File: config.mk
export PLATFORM = sky130hd
export DESIGN_NAME = gcode_line_extractor
export DESIGN_NICKNAME = d
export VERILOG_FILES = /design/src/rtl/core/gle_pkg.sv /design/src/rtl/core/gle_ram.sv /design/src/rtl/core/gle_ctrl.sv /design/src/rtl/core/gle_dpath.sv /design/src/rtl/core/gcode_line_extractor.sv
export VERILOG_INCLUDE_DIRS = /design/src /design/src/rtl/core
export SDC_FILE = /design/constraint.sdc
export NUM_CORES = 1
export LEC_CHECK = 0
export BUFFER_PORTS_ARGS = -buffer_cell sky130_fd_sc_hd__buf_2
export CORE_AREA = 2 2 275 141
export CTS_CLUSTER_DIAMETER = 150
export DETAILED_ROUTE_END_ITERATION = 8
export DIE_AREA = 0 0 277 143
export PLACE_DENSITY = 0.75
export SYNTH_ARGS = -nofsm -noshare
export SYNTH_HDL_FRONTEND = slang
export SYNTH_SLANG_ARGS = --single-unit
File: constraint.sdc
create_clock -name i_clk -period 2.57 [get_ports i_clk]
set_input_delay 0.1285 -clock i_clk [delete_from_list [all_inputs] [get_ports i_clk]]
set_output_delay 0.1285 -clock i_clk [all_outputs]
set_load 0.02 [all_outputs]
File: src/rtl/core/gcode_line_extractor_defines.svh
// assertion macros for the gcode line extractor
`ifndef GCODE_LINE_EXTRACTOR_DEFINES_SVH
`define GCODE_LINE_EXTRACTOR_DEFINES_SVH

// same-cycle implication, checked outside reset
`define GLE_ASSERT_NOW(label, ante, cons, msg) \
    label: assert property (@(posedge i_clk) disable iff (!i_rst_n) (ante) |-> (cons)) \
        else $error(msg);

// next-cycle implication, checked outside reset
`define GLE_ASSERT_NEXT(label, ante, cons, msg) \
    label: assert property (@(posedge i_clk) disable iff (!i_rst_n) (ante) |=> (cons)) \
        else $error(msg);

`endif

File: src/rtl/core/gle_pkg.sv
// shared types and character codes for the gcode line extractor
package gle_pkg;

    localparam logic [7:0] CH_NL   = 8'h0A;
    localparam logic [7:0] CH_CR   = 8'h0D;
    localparam logic [7:0] CH_SEMI = 8'h3B;
    localparam logic [7:0] CH_G    = 8'h47;
    localparam logic [7:0] CH_M    = 8'h4D;
    localparam logic [7:0] CH_T    = 8'h54;

    typedef struct packed {
        logic accept_byte;
        logic rd_issue;
        logic load_byte;
        logic load_nl;
    } t_dp_cmd;

    typedef struct packed {
        logic is_newline;
        logic has_bytes;
        logic rd_done;
        logic out_free;
    } t_dp_status;

endpackage

File: src/rtl/core/gle_ram.sv
// generic single-write single-read ram with registered read
module gle_ram #(
    parameter int WIDTH = 8,
    parameter int DEPTH = 62
) (
    input  logic                     i_clk,
    input  logic                     i_wr_en,
    input  logic [$clog2(DEPTH)-1:0] i_wr_addr,
    input  logic [WIDTH-1:0]         i_wr_data,
    input  logic                     i_rd_en,
    input  logic [$clog2(DEPTH)-1:0] i_rd_addr,
    output logic [WIDTH-1:0]         o_rd_data
);

    logic [WIDTH-1:0] r_mem [DEPTH];
    logic [WIDTH-1:0] r_rd_data;

    always_ff @(posedge i_clk) begin
        if (i_wr_en) begin
            r_mem[i_wr_addr] <= i_wr_data;
        end
        if (i_rd_en) begin
            r_rd_data <= r_mem[i_rd_addr];
        end
    end

    assign o_rd_data = r_rd_data;

endmodule

File: src/rtl/core/gle_ctrl.sv
// controller: accepts bytes and sequences the line drain
module gle_ctrl (
    input  logic               i_clk,
    input  logic               i_rst_n,
    input  logic               i_in_valid,
    output logic               o_in_stall,
    input  gle_pkg::t_dp_status i_status,
    output gle_pkg::t_dp_cmd    o_cmd
);

    import gle_pkg::*;

    localparam logic [1:0] ST_IDLE = 2'd0;
    localparam logic [1:0] ST_RD   = 2'd1;
    localparam logic [1:0] ST_WR   = 2'd2;
    localparam logic [1:0] ST_LAST = 2'd3;

    logic [1:0] r_state;
    logic [1:0] n_state;
    logic       accept;

    assign o_in_stall = (r_state != ST_IDLE);
    assign accept     = i_in_valid && (r_state == ST_IDLE);

    always_comb begin
        n_state           = r_state;
        o_cmd             = '0;
        o_cmd.accept_byte = accept;
        case (r_state)
            ST_IDLE: begin
                if (accept && i_status.is_newline && i_status.has_bytes) begin
                    n_state = ST_RD;
                end
            end
            ST_RD: begin
                o_cmd.rd_issue = 1'b1;
                n_state        = ST_WR;
            end
            ST_WR: begin
                if (i_status.out_free) begin
                    o_cmd.load_byte = 1'b1;
                    n_state         = i_status.rd_done ? ST_LAST : ST_RD;
                end
            end
            ST_LAST: begin
                if (i_status.out_free) begin
                    o_cmd.load_nl = 1'b1;
                    n_state       = ST_IDLE;
                end
            end
            default: begin
                n_state = ST_IDLE;
            end
        endcase
    end

    always_ff @(posedge i_clk) begin
        if (!i_rst_n) begin
            r_state <= ST_IDLE;
        end else begin
            r_state <= n_state;
        end
    end

endmodule

File: src/rtl/core/gle_dpath.sv
// datapath: line flags, kept count, line store and output register
`include "gcode_line_extractor_defines.svh"

module gle_dpath #(
    parameter int DEPTH = 62
) (
    input  logic                i_clk,
    input  logic                i_rst_n,
    input  logic [7:0]          i_in_byte,
    input  gle_pkg::t_dp_cmd    i_cmd,
    output gle_pkg::t_dp_status o_status,
    output logic                o_out_valid,
    input  logic                i_out_stall,
    output logic [7:0]          o_out_byte,
    output logic                o_last_of_line
);

    import gle_pkg::*;

    localparam int AW = $clog2(DEPTH);
    localparam int CW = $clog2(DEPTH + 1);
    localparam logic [CW-1:0] DEPTH_C = CW'(DEPTH);
    localparam logic [CW-1:0] ONE_C   = CW'(1);

    logic          r_in_comment;
    logic          n_in_comment;
    logic          r_awaiting;
    logic          n_awaiting;
    logic [CW-1:0] r_count;
    logic [CW-1:0] n_count;
    logic [CW-1:0] r_rd_ptr;
    logic [CW-1:0] n_rd_ptr;
    logic          r_out_valid;
    logic          n_out_valid;
    logic [7:0]    r_out_byte;
    logic [7:0]    n_out_byte;
    logic          r_out_last;
    logic          n_out_last;
    logic          wr_en;
    logic [7:0]    rd_data;
    logic          is_cmd_letter;
    logic          out_free;

    assign is_cmd_letter = (i_in_byte == CH_G) || (i_in_byte == CH_M) || (i_in_byte == CH_T);
    assign out_free      = !r_out_valid || !i_out_stall;

    assign o_status.is_newline = (i_in_byte == CH_NL);
    assign o_status.has_bytes  = (r_count != '0);
    assign o_status.rd_done    = (r_rd_ptr == r_count);
    assign o_status.out_free   = out_free;

    // byte filter, store read pointer and kept-count clear
    always_comb begin
        n_in_comment = r_in_comment;
        n_awaiting   = r_awaiting;
        n_count      = r_count;
        n_rd_ptr     = r_rd_ptr;
        wr_en        = 1'b0;
        if (i_cmd.accept_byte) begin
            if (i_in_byte == CH_NL) begin
                n_in_comment = 1'b0;
                n_awaiting   = 1'b1;
                n_rd_ptr     = '0;
            end else if (r_count != DEPTH_C) begin
                if (i_in_byte == CH_SEMI) begin
                    n_in_comment = 1'b1;
                end else begin
                    n_awaiting = r_awaiting && !is_cmd_letter;
                    if (!r_in_comment && !n_awaiting && (i_in_byte != CH_CR)) begin
                        wr_en   = 1'b1;
                        n_count = r_count + ONE_C;
                    end
                end
            end
        end
        if (i_cmd.rd_issue) begin
            n_rd_ptr = r_rd_ptr + ONE_C;
        end
        if (i_cmd.load_nl) begin
            n_count = '0;
        end
    end

    // output register
    always_comb begin
        n_out_valid = r_out_valid;
        n_out_byte  = r_out_byte;
        n_out_last  = r_out_last;
        if (r_out_valid && !i_out_stall) begin
            n_out_valid = 1'b0;
        end
        if (i_cmd.load_byte) begin
            n_out_valid = 1'b1;
            n_out_byte  = rd_data;
            n_out_last  = 1'b0;
        end else if (i_cmd.load_nl) begin
            n_out_valid = 1'b1;
            n_out_byte  = CH_NL;
            n_out_last  = 1'b1;
        end
    end

    always_ff @(posedge i_clk) begin
        if (!i_rst_n) begin
            r_in_comment <= 1'b0;
            r_awaiting   <= 1'b1;
            r_count      <= '0;
            r_rd_ptr     <= '0;
            r_out_valid  <= 1'b0;
        end else begin
            r_in_comment <= n_in_comment;
            r_awaiting   <= n_awaiting;
            r_count      <= n_count;
            r_rd_ptr     <= n_rd_ptr;
            r_out_valid  <= n_out_valid;
        end
    end

    always_ff @(posedge i_clk) begin
        r_out_byte <= n_out_byte;
        r_out_last <= n_out_last;
    end

    gle_ram #(
        .WIDTH (8),
        .DEPTH (DEPTH)
    ) u_store (
        .i_clk     (i_clk),
        .i_wr_en   (wr_en),
        .i_wr_addr (r_count[AW-1:0]),
        .i_wr_data (i_in_byte),
        .i_rd_en   (i_cmd.rd_issue),
        .i_rd_addr (r_rd_ptr[AW-1:0]),
        .o_rd_data (rd_data)
    );

    assign o_out_valid    = r_out_valid;
    assign o_out_byte     = r_out_byte;
    assign o_last_of_line = r_out_last;

    `GLE_ASSERT_NOW(a_count_in_range, 1'b1, r_count <= DEPTH_C, "kept count beyond store depth")
    `GLE_ASSERT_NOW(a_read_below_count, i_cmd.rd_issue, r_rd_ptr < r_count, "store read past kept count")
    `GLE_ASSERT_NOW(a_last_is_newline, r_out_valid && r_out_last, r_out_byte == CH_NL, "last beat not newline")
    `GLE_ASSERT_NEXT(a_load_byte_valid, i_cmd.load_byte, r_out_valid && !r_out_last, "byte beat not presented")

endmodule

File: src/rtl/core/gcode_line_extractor.sv
// G-code line extractor: one raw file byte per input beat in, command-line bytes out.
// Bytes ahead of the first G, M or T of a line are skipped, a semicolon drops the rest
// of the line, and carriage returns are dropped. Kept bytes go to a line store of
// LINE_CHARS-2 entries; once it is full, all bytes but newline are ignored. A newline
// ending a line with N kept bytes emits those N bytes and then a newline beat with
// o_last_of_line set. Input takes one byte per cycle while filtering; after a newline
// that ends a nonempty line the input stalls until each stored byte has had a store
// read and an output register load and the closing newline is loaded, waiting out any
// output stall. Empty lines emit nothing.
module gcode_line_extractor #(
    parameter int LINE_CHARS = 64
) (
    input  logic       i_clk,
    input  logic       i_rst_n,
    input  logic       i_in_valid,
    output logic       o_in_stall,
    input  logic [7:0] i_in_byte,
    output logic       o_out_valid,
    input  logic       i_out_stall,
    output logic [7:0] o_out_byte,
    output logic       o_last_of_line
);

    import gle_pkg::*;

    t_dp_cmd    cmd;
    t_dp_status status;

    gle_ctrl u_ctrl (
        .i_clk      (i_clk),
        .i_rst_n    (i_rst_n),
        .i_in_valid (i_in_valid),
        .o_in_stall (o_in_stall),
        .i_status   (status),
        .o_cmd      (cmd)
    );

    gle_dpath #(
        .DEPTH (LINE_CHARS - 2)
    ) u_dpath (
        .i_clk          (i_clk),
        .i_rst_n        (i_rst_n),
        .i_in_byte      (i_in_byte),
        .i_cmd          (cmd),
        .o_status       (status),
        .o_out_valid    (o_out_valid),
        .i_out_stall    (i_out_stall),
        .o_out_byte     (o_out_byte),
        .o_last_of_line (o_last_of_line)
    );

endmodule
### After elaboration in Yosys (flattened, before gate mapping)

Memory sizes are Yosys's and may differ from the RTL's. A register that Yosys moved wholly into a read port is not among the register bits.
Index checks and enable logic that the tools add are counted.

| storage, ports and cells | value |
|---|---|
| flip-flop bits (word level) | 26 |
| bits in writable memories | 496 |
| bits of input ports | 12 |
| output and inout bits | 11 |
| memories | 1 |

| cells by class | value |
|---|---|
| $add $sub $neg | 2 |
| eq/ne operators | 15 |
| muxes and demuxes | 30 |
| bitwise logic cells | 3 |
| reductions and logical operators | 30 |

Memories:

| memory | depth | bits a word | rd ports | clocked after Yosys merged registers in | write ports | line | RTL |
|---|---|---|---|---|---|---|---|
| u_dpath.u_store.r_mem | 62 | 8 | 1 | 1 | 1 | gle_ram.sv:15 | `logic [WIDTH-1:0] r_mem [DEPTH];` |

Operators by type and width:

| operator | count |
|---|---|
| $eq A8 B7 Y1 const B | 3 |
| $mux W1 | 20 |
| $mux W6 | 3 |
| $mux W8 | 2 |
| $add A6 B1 Y6 const B | 2 |
| $reduce_bool A2 Y1 | 6 |
| $reduce_and A3 Y1 | 3 |
| $eq A8 B4 Y1 const B | 1 |
| $eq A8 B6 Y1 const B | 1 |
| $mux W2 | 4 |
| $ne A8 B4 Y1 const B | 1 |
| $pmux W2 S4 | 1 |
| $logic_and A1 B1 Y1 | 7 |
| $eq A6 B6 Y1 | 1 |
| $ne A6 B6 Y1 const B | 1 |
| $reduce_bool A6 Y1 | 1 |
| $logic_not A1 Y1 | 5 |
| $reduce_and A5 Y1 | 1 |
| $eq A2 B2 Y1 const B | 2 |
| $ne A2 B1 Y1 const B | 2 |
| $ne A2 B2 Y1 const B | 2 |
| $logic_or A1 B1 Y1 | 3 |
| $not A1 Y1 | 3 |
| $reduce_bool A3 Y1 | 1 |
| other kinds (4) | 4 |

### Longest topological paths before layout

Gate-level depths: netlist (run 1).

| depth | value |
|---|---|
| depth in word-level cells | 15 |
| mapped depth | 10 |
| gate-level depth less buffers | 8 |

### Cells and area by module

Synthesis (run 1) repeated with hierarchy kept, for this count alone.

| unflattened totals | value |
|---|---|
| cell total of the unflattened synthesis | 1,088 |
| area, all modules | 21,058.9 sq um |

Modules (own cells, without submodules):

| module | times used | cells each | area each (sq um) |
|---|---|---|---|
| gle_ram | 1 | 935 | 19,636.3 |
| gle_dpath | 1 | 136 | 1,286.2 |
| gle_ctrl | 1 | 17 | 136.4 |

### Worst setup path before layout (run 1)

Ideal clock, no wire load.

| path | value |
|---|---|
| path kind | reg2reg |
| from | reg u_ctrl.r_state[1] |
| to | mem u_dpath.u_store.r_mem[53][0] (enable) |
| setup time | 0.370 ns |
| arrival | 2.057 ns |
| setup slack | 0.142 ns |
| stages on the path, launching flop included | 10 |
| buffers on the path | 3 |
| clock period less this slack | 2.428 ns |
| cells stage by stage | dfxtp_1 -> buf_2 -> or3b_4 -> nor2_1 -> and3_1 -> and3b_1 -> buf_6 -> buf_8 -> nand4b_4 -> nor2_1 |

| on the way | value |
|---|---|
| word-level cells in the longest chain between the ends | 5 |

Ends and longest elaborated chain:

| element | line | RTL |
|---|---|---|
| start, declared | gle_ctrl.sv:18 | `logic [1:0] r_state;` |
| start signal, assigned | gle_ctrl.sv:61 | `r_state <= n_state;` |
| $logic_not A2 Y1 | gle_ctrl.sv:23 | `assign accept = i_in_valid && (r_state == ST_IDLE);` |
| $logic_and A1 B1 Y1 | gle_ctrl.sv:23 |  |
| $mux W1 | gle_dpath.sv:59 | `if (i_cmd.accept_byte) begin` |
| $mux W1 | gle_ram.sv:19 | `if (i_wr_en) begin` |
| $mux W1 (not written as such) | gle_ram.sv:20 | `r_mem[i_wr_addr] <= i_wr_data;` |
| end, declared | gle_ram.sv:15 |  |

No other way between the ends.

==> results of run 1 <==
[what timing repair did]
| action | in CTS | in global routing |
|---|---|---|
| setup buffers | 1 | 3 |
| gates resized for setup | 0 | 9 |
| endpoints found under the setup margin | 1 | 145 |
| hold buffers | 4 | 0 |
| hold endpoints to repair | 12 | 0 |
[layer usage]
metal,up-vias,routed length (um),global-route usage [%]
met5,-,0,0
met4,0,1063,7.065
met3,91,5173,5.759
met2,638,22690,39.09
met1,5880,18900,34.60
li1,4795,-,-
[cells in the mapped netlist, drive strengths merged, types with 2 or more instances]
cell type / count / share of area [%]
or2: 2 / 0.059
clkbuf: 19 / 0.37
nor3: 9 / 0.21
dfxtp: 18 / 1.7
a22o: 4 / 0.17
a222oi: 4 / 0.19
nor3b: 2 / 0.071
o211ai: 2 / 0.071
mux2i: 75 / 3.6
nand3: 15 / 0.36
a21boi: 3 / 0.11
a21oi: 14 / 0.33
a211oi: 5 / 0.18
a2111oi: 5 / 0.21
nand2: 45 / 0.80
ha: 4 / 0.24
a22oi: 26 / 0.93
o221ai: 3 / 0.12
o311ai: 3 / 0.12
mux4: 95 / 10
o21ai: 8 / 0.21
a311o: 2 / 0.095
nor2: 99 / 1.8
mux2: 11 / 0.59
nand4: 8 / 0.31
and2: 10 / 0.30
nor2b: 6 / 0.18
xnor2: 3 / 0.12
inv: 16 / 0.28
edfxtp: 512 / 73
and3: 4 / 0.12
nand4b: 3 / 0.27
o22ai: 7 / 0.21
nand2b: 4 / 0.12
or3: 4 / 0.12
buf: 40 / 1.2
a311oi: 4 / 0.17
xor2: 8 / 0.33
a211o: 2 / 0.089
a31oi: 5 / 0.15
[through the flow]
step	setup WS [ns]	instances	hold WS, ns
4_1_cts	0.007223	1784	0.002985
3_3_place_gp	-0.03936	1697	0.4176
6_report	-0.006227	1789	0.02699
2_1_floorplan	0.1423	1119	0.2274
5_1_grt	-0.09191	1787	0.02530
3_5_place_dp	-0.08586	1697	0.4205
[layout by cell type, fill, tap and decap left out, types with 10 or more instances in the layout]
cell / Yosys / layout
buf_4: 12 / 114
a21oi_1: 14 / 12
dfxtp_1: 18 / 15
nand2_1: 45 / 44
a22oi_1: 26 / 26
and2_1: 10 / 10
edfxtp_1: 512 / 512
clkbuf_1: 17 / 12
clkbuf_16: 0 / 48
mux2i_1: 75 / 75
buf_2: 20 / 22
clkinv_2: 0 / 11
nor2_1: 99 / 99
inv_1: 16 / 16
mux2_2: 11 / 11
mux4_2: 95 / 95
nand3_1: 15 / 14
[final cells by class]
cell class,count,area (um2)
Fill cell,2417,12970
Multi-Input combinational cell,514,4964
Timing Repair Buffer,151,1225
Antenna cell,2,5.005
Clock inverter,15,101.3
Inverter,16,60.06
Clock buffer,67,1343
Sequential cell,530,15750
Tap cell,494,618.1
[power groups by stage]
| stage | logic [mW] | clock network, mW | registers, mW |
|---|---|---|---|
| 3_5_place_dp | 0.203 | 0 | 9.64 |
| 2_1_floorplan | 0.0214 | 0 | 9.65 |
| 5_1_grt | 0.225 | 7.03 | 9.45 |
| 6_report | 0.211 | 6.64 | 9.45 |
| 3_3_place_gp | 0.194 | 0 | 9.64 |
| 4_1_cts | 0.209 | 6.71 | 9.45 |
[critical path, cell delays in order, from the launching register on]
cell	delay (ns)
dfxtp_4	0.39
buf_12	0.23
mux4_2	0.57
a22o_1	0.21
a2111oi_0	0.71
nor3_1	0.14
[worst paths after layout]
| check | from | to | slack (ns) | depth (start not counted) |
|---|---|---|---|---|
| max | u_dpath.r_rd_ptr[0] | u_dpath.u_store.o_rd_data[0] | -0.006 | 5 |
| max reg2reg | u_dpath.r_rd_ptr[0] | u_dpath.u_store.o_rd_data[0] | -0.006 | 5 |
| min reg2reg | u_dpath.o_last_of_line | u_dpath.o_last_of_line | 0.47 | 2 |
| min | i_in_byte[6] | u_dpath.u_store.r_mem[51][6] | 0.03 | 2 |
[cell families after synthesis]
| logic type | share of synthesized area, % |
|---|---|
| muxes | 14.30 |
| and+or+nand+nor | 4.892 |
| adders and majority gates | 0.2375 |
| AOI/OAI and AO/OA | 3.550 |
| DFF | 74.66 |
| xor gates and xnor gates | 0.4572 |
| buffers and inverters | 1.900 |
[flip-flops by register name, summed over array words and instances, names as in the netlist]
name                       flops
u_dpath.r_count                6
u_dpath.r_in_comment           1
u_dpath.o_last_of_line         1
u_dpath.u_store.o_rd_data      8
u_dpath.o_out_byte             8
u_dpath.u_store.r_mem        496
u_dpath.r_awaiting             1
u_dpath.r_rd_ptr               6
u_dpath.o_out_valid            1
u_ctrl.r_state                 2
==> out/metrics.cfg, run 1 <==
[grt]
grt_pass1_vias = 11378
largest_net_degree_at_the_start_of_global_routing = 63
grt-ovfl-total = 0
antenna_violations_before_repair = 2
grt_util_all_layers_pct = 24.57
first_pass_grt_wire_length_mm = 70.77

[pwr]
power.share.clock_pct = 40.7
netSwitchingFraction_pct = 18.97
internal_power_mw = 13.21
total_leakage_power_nw = 7.709
worst_vdd_ir_mv = 0.4455
pwr_dens_nw_per_um2 = 677.5
report.power.total_mw = 16.30
p_sw_mw = 3.093
power.share.sequential_pct = 58.0
p_comb_share_pct = 1.3

[synth]
synth.net_count = 1135
post_synth_design_cell_area_um2 = 21080
synth_edf_count = 512
synth_seq_area_share_pct = 74.66
most_used_flip_flop_cell_after_synthesis = edfxtp_1
ys_warn_count = 0
synth_area_per_cell_um2 = 18.83
synth_async_sr_flop_share_pct = 0
syn_inst = 1119
ys_seq_elements = 530
synth_cell_types = 59

[setup_path]
cp-end-kind = flop
startpoint_type = flop
arrival_time_worst_endpoint_ns = 2.84
cp.required_ns = 2.84
critical_path.max_fanout = 25
critical_setup_path_kind = reg -> reg

[cts]
cts_tree = yes
cts_inserted_buffers = 45
htree_num_levels = 2
clock_path_buffers = 3
clkTransAtPathRegs_ns = 0.07
clock-root-buffer = clkbuf_16
clock_insertion_delay_worst_skew_ns = 0.58
clkSinkCount = 530

[status]
violations = setup timing
status = finished, violations left

[sta]
grt_setup_unrepaired = true
final.setup.worst_slack_ns = -0.006227
fin_setup_tns_ns = -0.006227
slew_violations = 0
tightest_slew_ns = 0.7867
final_period_minus_worst_setup_slack_ns = 2.576
worst_slew_margin_rel_pct = 46.19
timing.fmax_ghz = 0.3882
report.final.hold_viol_count = 0
finClkSkew_ns = 0.02713
final_critical_path_share_of_the_clock_period_pct = 100.2
final-setup-viol-count = 1

[placed_design]
gp_congestion = 0.8883
io_buffers = 22
dp_area_um2 = 22480
place.detailed.hpwl_mm = 30.57

[finish]
util_after_layout_pct = 64.97
fin_nets = 1274
area_growth_syn_to_layout_pct = 14.17
post_route_cells_drive_above_1_share_pct = 26.14
final_cell_area_um2 = 24060

[route]
drt_pass_1_iters = 6
routed_via_density = 6.375
dr.first_iter.drc_count = 1432
drt.antenna.violating_nets = 0
dr_total_vias = 11404
drt-wirelength-per-cell_um = 26.74
wl_mm = 47.83
route.detailed.drc = 0

[floorplan]
die_area_um2 = 39610
placeableCoreArea_um2 = 37040
num_io_pins = 23
die-width_um = 277
die-height_um = 143
floorplan.initialDensity_pct = 56.91
std_cell_rows = 50

[flow_run]
timing.max_cap.violations = 0

[hold_path]
timing.hold.worst.class = in -> reg

No activity file was read; power rests on OpenSTA's default activity.
==> run 2: changes to the inputs <==
- CTS_BUF_LIST: not set -> sky130_fd_sc_hd__clkbuf_16
==> run 2 against run 1 <==
  * Die area stayed put
  * Clock skew fell by 0.0068 ns
  * Combinational power about the same
  * First-iteration DRC count down 0.84%
  * Clock power down 4.1%
  * Non-clock buffer count rose by 1
  * The flow now finishes without violations
  * Sequential cell count unchanged
  * Critical path type unchanged
  * Sequential share of layout area is 0.12 points higher
  * Setup slack better by 0.073 ns
  * Via count shrank 0.52%
  * Core utilization down 0.12 points
  * Clock-buffer cell count shrank 19
==> out/metrics.cfg, run 2 (synthesis gave the netlist of run 1 again) <==
[status]
status = completed  ; was finished, violations left

[cts]
clkTransAtPathRegs_ns = 0.06  ; was 0.07 ns
cts_inserted_buffers = 45  ; unchanged
htree_num_levels = 2  ; unchanged
clock_insertion_delay_worst_skew_ns = 0.57  ; was 0.58 ns
cts_tree = yes  ; unchanged
clock-root-buffer = clkbuf_16  ; unchanged
clkSinkCount = 530  ; unchanged
clock_path_buffers = 3  ; unchanged

[finish]
largest_reg_flops = 496  ; unchanged
mostFrequentLayoutCells = edfxtp_1 (512), buf_4 (114), mux4_2 (95)  ; was edfxtp_1 (512), buf_4 (114), nor2_1 (99)
max_flop_register = u_dpath.u_store.r_mem  ; unchanged
area_growth_syn_to_layout_pct = 13.96  ; was 14.17%
regArea_um2 = 15750  ; unchanged
fill_cell_total_of_the_finished_layout = 2439  ; was 2,417
post_layout_nonfiller_instances = 1789  ; unchanged
leading_cell_type_in_the_layout_fill_and_taps_excluded = edfxtp_1  ; unchanged
multiInputGateArea_um2 = 4979  ; was 4964 um2
post_route_cells_drive_above_1_share_pct = 26.04  ; was 26.14%
fin_nets = 1275  ; was 1,274

[placed_design]
placedCellCount = 1697  ; unchanged
place.detailed.hpwl_mm = 30.57  ; unchanged
io_buffers = 22  ; unchanged
gp_congestion = 0.8883  ; unchanged

[sta]
final_period_minus_worst_setup_slack_ns = 2.503  ; was 2.576 ns
worst_slew_margin_rel_pct = 50.12  ; was 46.19%
report.final.hold_viol_count = 0  ; unchanged
grt_setup_unrepaired = false  ; was true
tightest_slew_ns = 0.7483  ; was 0.7867 ns
final-setup-viol-count = 0  ; was 1
timing.fmax_ghz = 0.3995  ; was 0.3882 GHz
slew_violations = 0  ; unchanged
finClkSkew_ns = 0.02029  ; was 0.02713 ns
hold_ws_ns = 0.02778  ; was 0.02699 ns
fin_setup_tns_ns = 0  ; was -0.006227 ns
final_critical_path_share_of_the_clock_period_pct = 97.41  ; was 100.2%

[grt]
grt-ovfl-total = 0  ; unchanged
grt_util_all_layers_pct = 24.35  ; was 24.57%
grt_pass1_vias = 11364  ; was 11,378
antenna_violations_before_repair = 2  ; unchanged
largest_net_degree_at_the_start_of_global_routing = 63  ; unchanged
first_pass_grt_wire_length_mm = 70.48  ; was 70.77 mm

[pwr]
worst_vdd_ir_mv = 0.4252  ; was 0.4455 mV
power.share.clock_pct = 39.7  ; was 40.7%
netSwitchingFraction_pct = 19.25  ; was 18.97%
power.share.sequential_pct = 58.9  ; was 58.0%
total_leakage_power_nw = 7.723  ; was 7.709 nW
p_sw_mw = 3.087  ; was 3.093 mW
p_comb_share_pct = 1.3  ; about the same
pwr_dens_nw_per_um2 = 667.8  ; was 677.5 nW/um2
internal_power_mw = 12.95  ; was 13.21 mW

[setup_path]
critPathTopFamily = compound AO/OA/AOI/OAI gates  ; unchanged
crit_path_frequent_cell = a21oi_1
cp-end-kind = flop  ; unchanged
crit_path_top_delay_cell = dfxtp_4  ; was a2111oi_0
cpPeakStageDelay_ns = 0.39  ; was 0.71 ns
cp_cell_sequence = buf_6 > buf_4 > nor2b_1 > buf_4 > a22oi_1 > a21oi_1 > a21oi_1 > o211ai_1 > a21oi_1  ; was buf_12 > mux4_2 > a22o_1 > a2111oi_0 > nor3_1
critical_setup_path_kind = reg -> reg  ; unchanged
critical_path.max_fanout = 17  ; was 25
startpoint_type = flop  ; unchanged
arrival_time_worst_endpoint_ns = 2.77  ; was 2.84 ns
critical_path_buf_inv_count = 3  ; was 1
cp.required_ns = 2.83  ; was 2.84 ns

[route]
wl_mm = 47.64  ; was 47.83 mm
dr.first_iter.drc_count = 1420  ; was 1,432
drt.antenna.violating_nets = 0  ; unchanged
dr_total_vias = 11345  ; was 11,404
drt_pass_1_iters = 5  ; was 6
routed_via_density = 6.342  ; was 6.375
route.detailed.drc = 0  ; unchanged
drt-wirelength-per-cell_um = 26.63  ; was 26.74 um

[floorplan]
std_cell_rows = 50  ; unchanged
placeableCoreArea_um2 = 37040  ; unchanged
die_area_um2 = 39610  ; unchanged
num_io_pins = 23  ; unchanged
die-width_um = 277  ; unchanged
die-height_um = 143  ; unchanged
floorplan.initialDensity_pct = 56.91  ; unchanged

[hold_path]
timing.hold.worst.class = in -> reg  ; unchanged

[flow_run]
timing.max_cap.violations = 0  ; unchanged

-- run 2: final timing paths --
| check | slack, ns | startpoint | cells past startpoint | endpoint |
|---|---|---|---|---|
| hold reg to reg | 0.47 | u_dpath.o_last_of_line | 2 | u_dpath.o_last_of_line |
| setup / recovery | 0.07 | u_dpath.r_rd_ptr[0] | 9 | u_dpath.u_store.o_rd_data[4] |
| hold / removal | 0.03 | i_in_byte[6] | 2 | u_dpath.u_store.r_mem[51][6] |
| setup reg to reg | 0.07 | u_dpath.r_rd_ptr[0] | 9 | u_dpath.u_store.o_rd_data[4] |
-- run 2: cell type report --
type                    instances  share of cell area [%]
repair buffers                152                   5.152
clock buffers                  48                   5.001
clock inverters                34                  0.7189
well taps                     494                   2.574
diodes                          1                 0.01042
multi-input cells             514                   20.73
inverters                      16                  0.2501
flip-flops and latches        530                   65.56
-- run 2: stage by stage --
| stage | power [mW] | cell area [um2] | utilization, % | setup slack, ns |
|---|---|---|---|---|
| after floorplan | 9.667 | 21080 | - | 0.1423 |
| after global placement | 9.835 | 22480 | 60.71 | -0.03936 |
| after detailed placement | 9.844 | 22480 | 60.71 | -0.08586 |
| after CTS | 16.12 | 23900 | 64.53 | 0.001028 |
| after global routing | 16.45 | 24010 | 64.84 | 0.01212 |
| final | 16.04 | 24020 | 64.85 | 0.06658 |
-- run 2: what timing repair did --
item / CTS / global route
endpoints found under the setup margin: 1 / 149
hold buffers: 4 / 0
endpoints found under the hold margin: 12 / 0
gates resized for setup: 1 / 15
buffers inserted: 0 / 5
-- run 2: metal layers --
layer  vias up  GRT usage, %  share of wire (%)
met4         0         6.693                2.0
met2       668         39.10                 48
met5         -             0                  0
met1      5804         34.21                 40
met3        82         5.546                 11
li1       4791             -                  -
-- run 2: power by group through the flow --
stage	Combinational, mW	Sequential (mW)	Clock (mW)
global route	0.225	9.45	6.77
CTS	0.208	9.45	6.46
detailed placement	0.203	9.64	0
global placement	0.194	9.64	0
floorplan	0.0214	9.65	0
finish	0.210	9.45	6.37
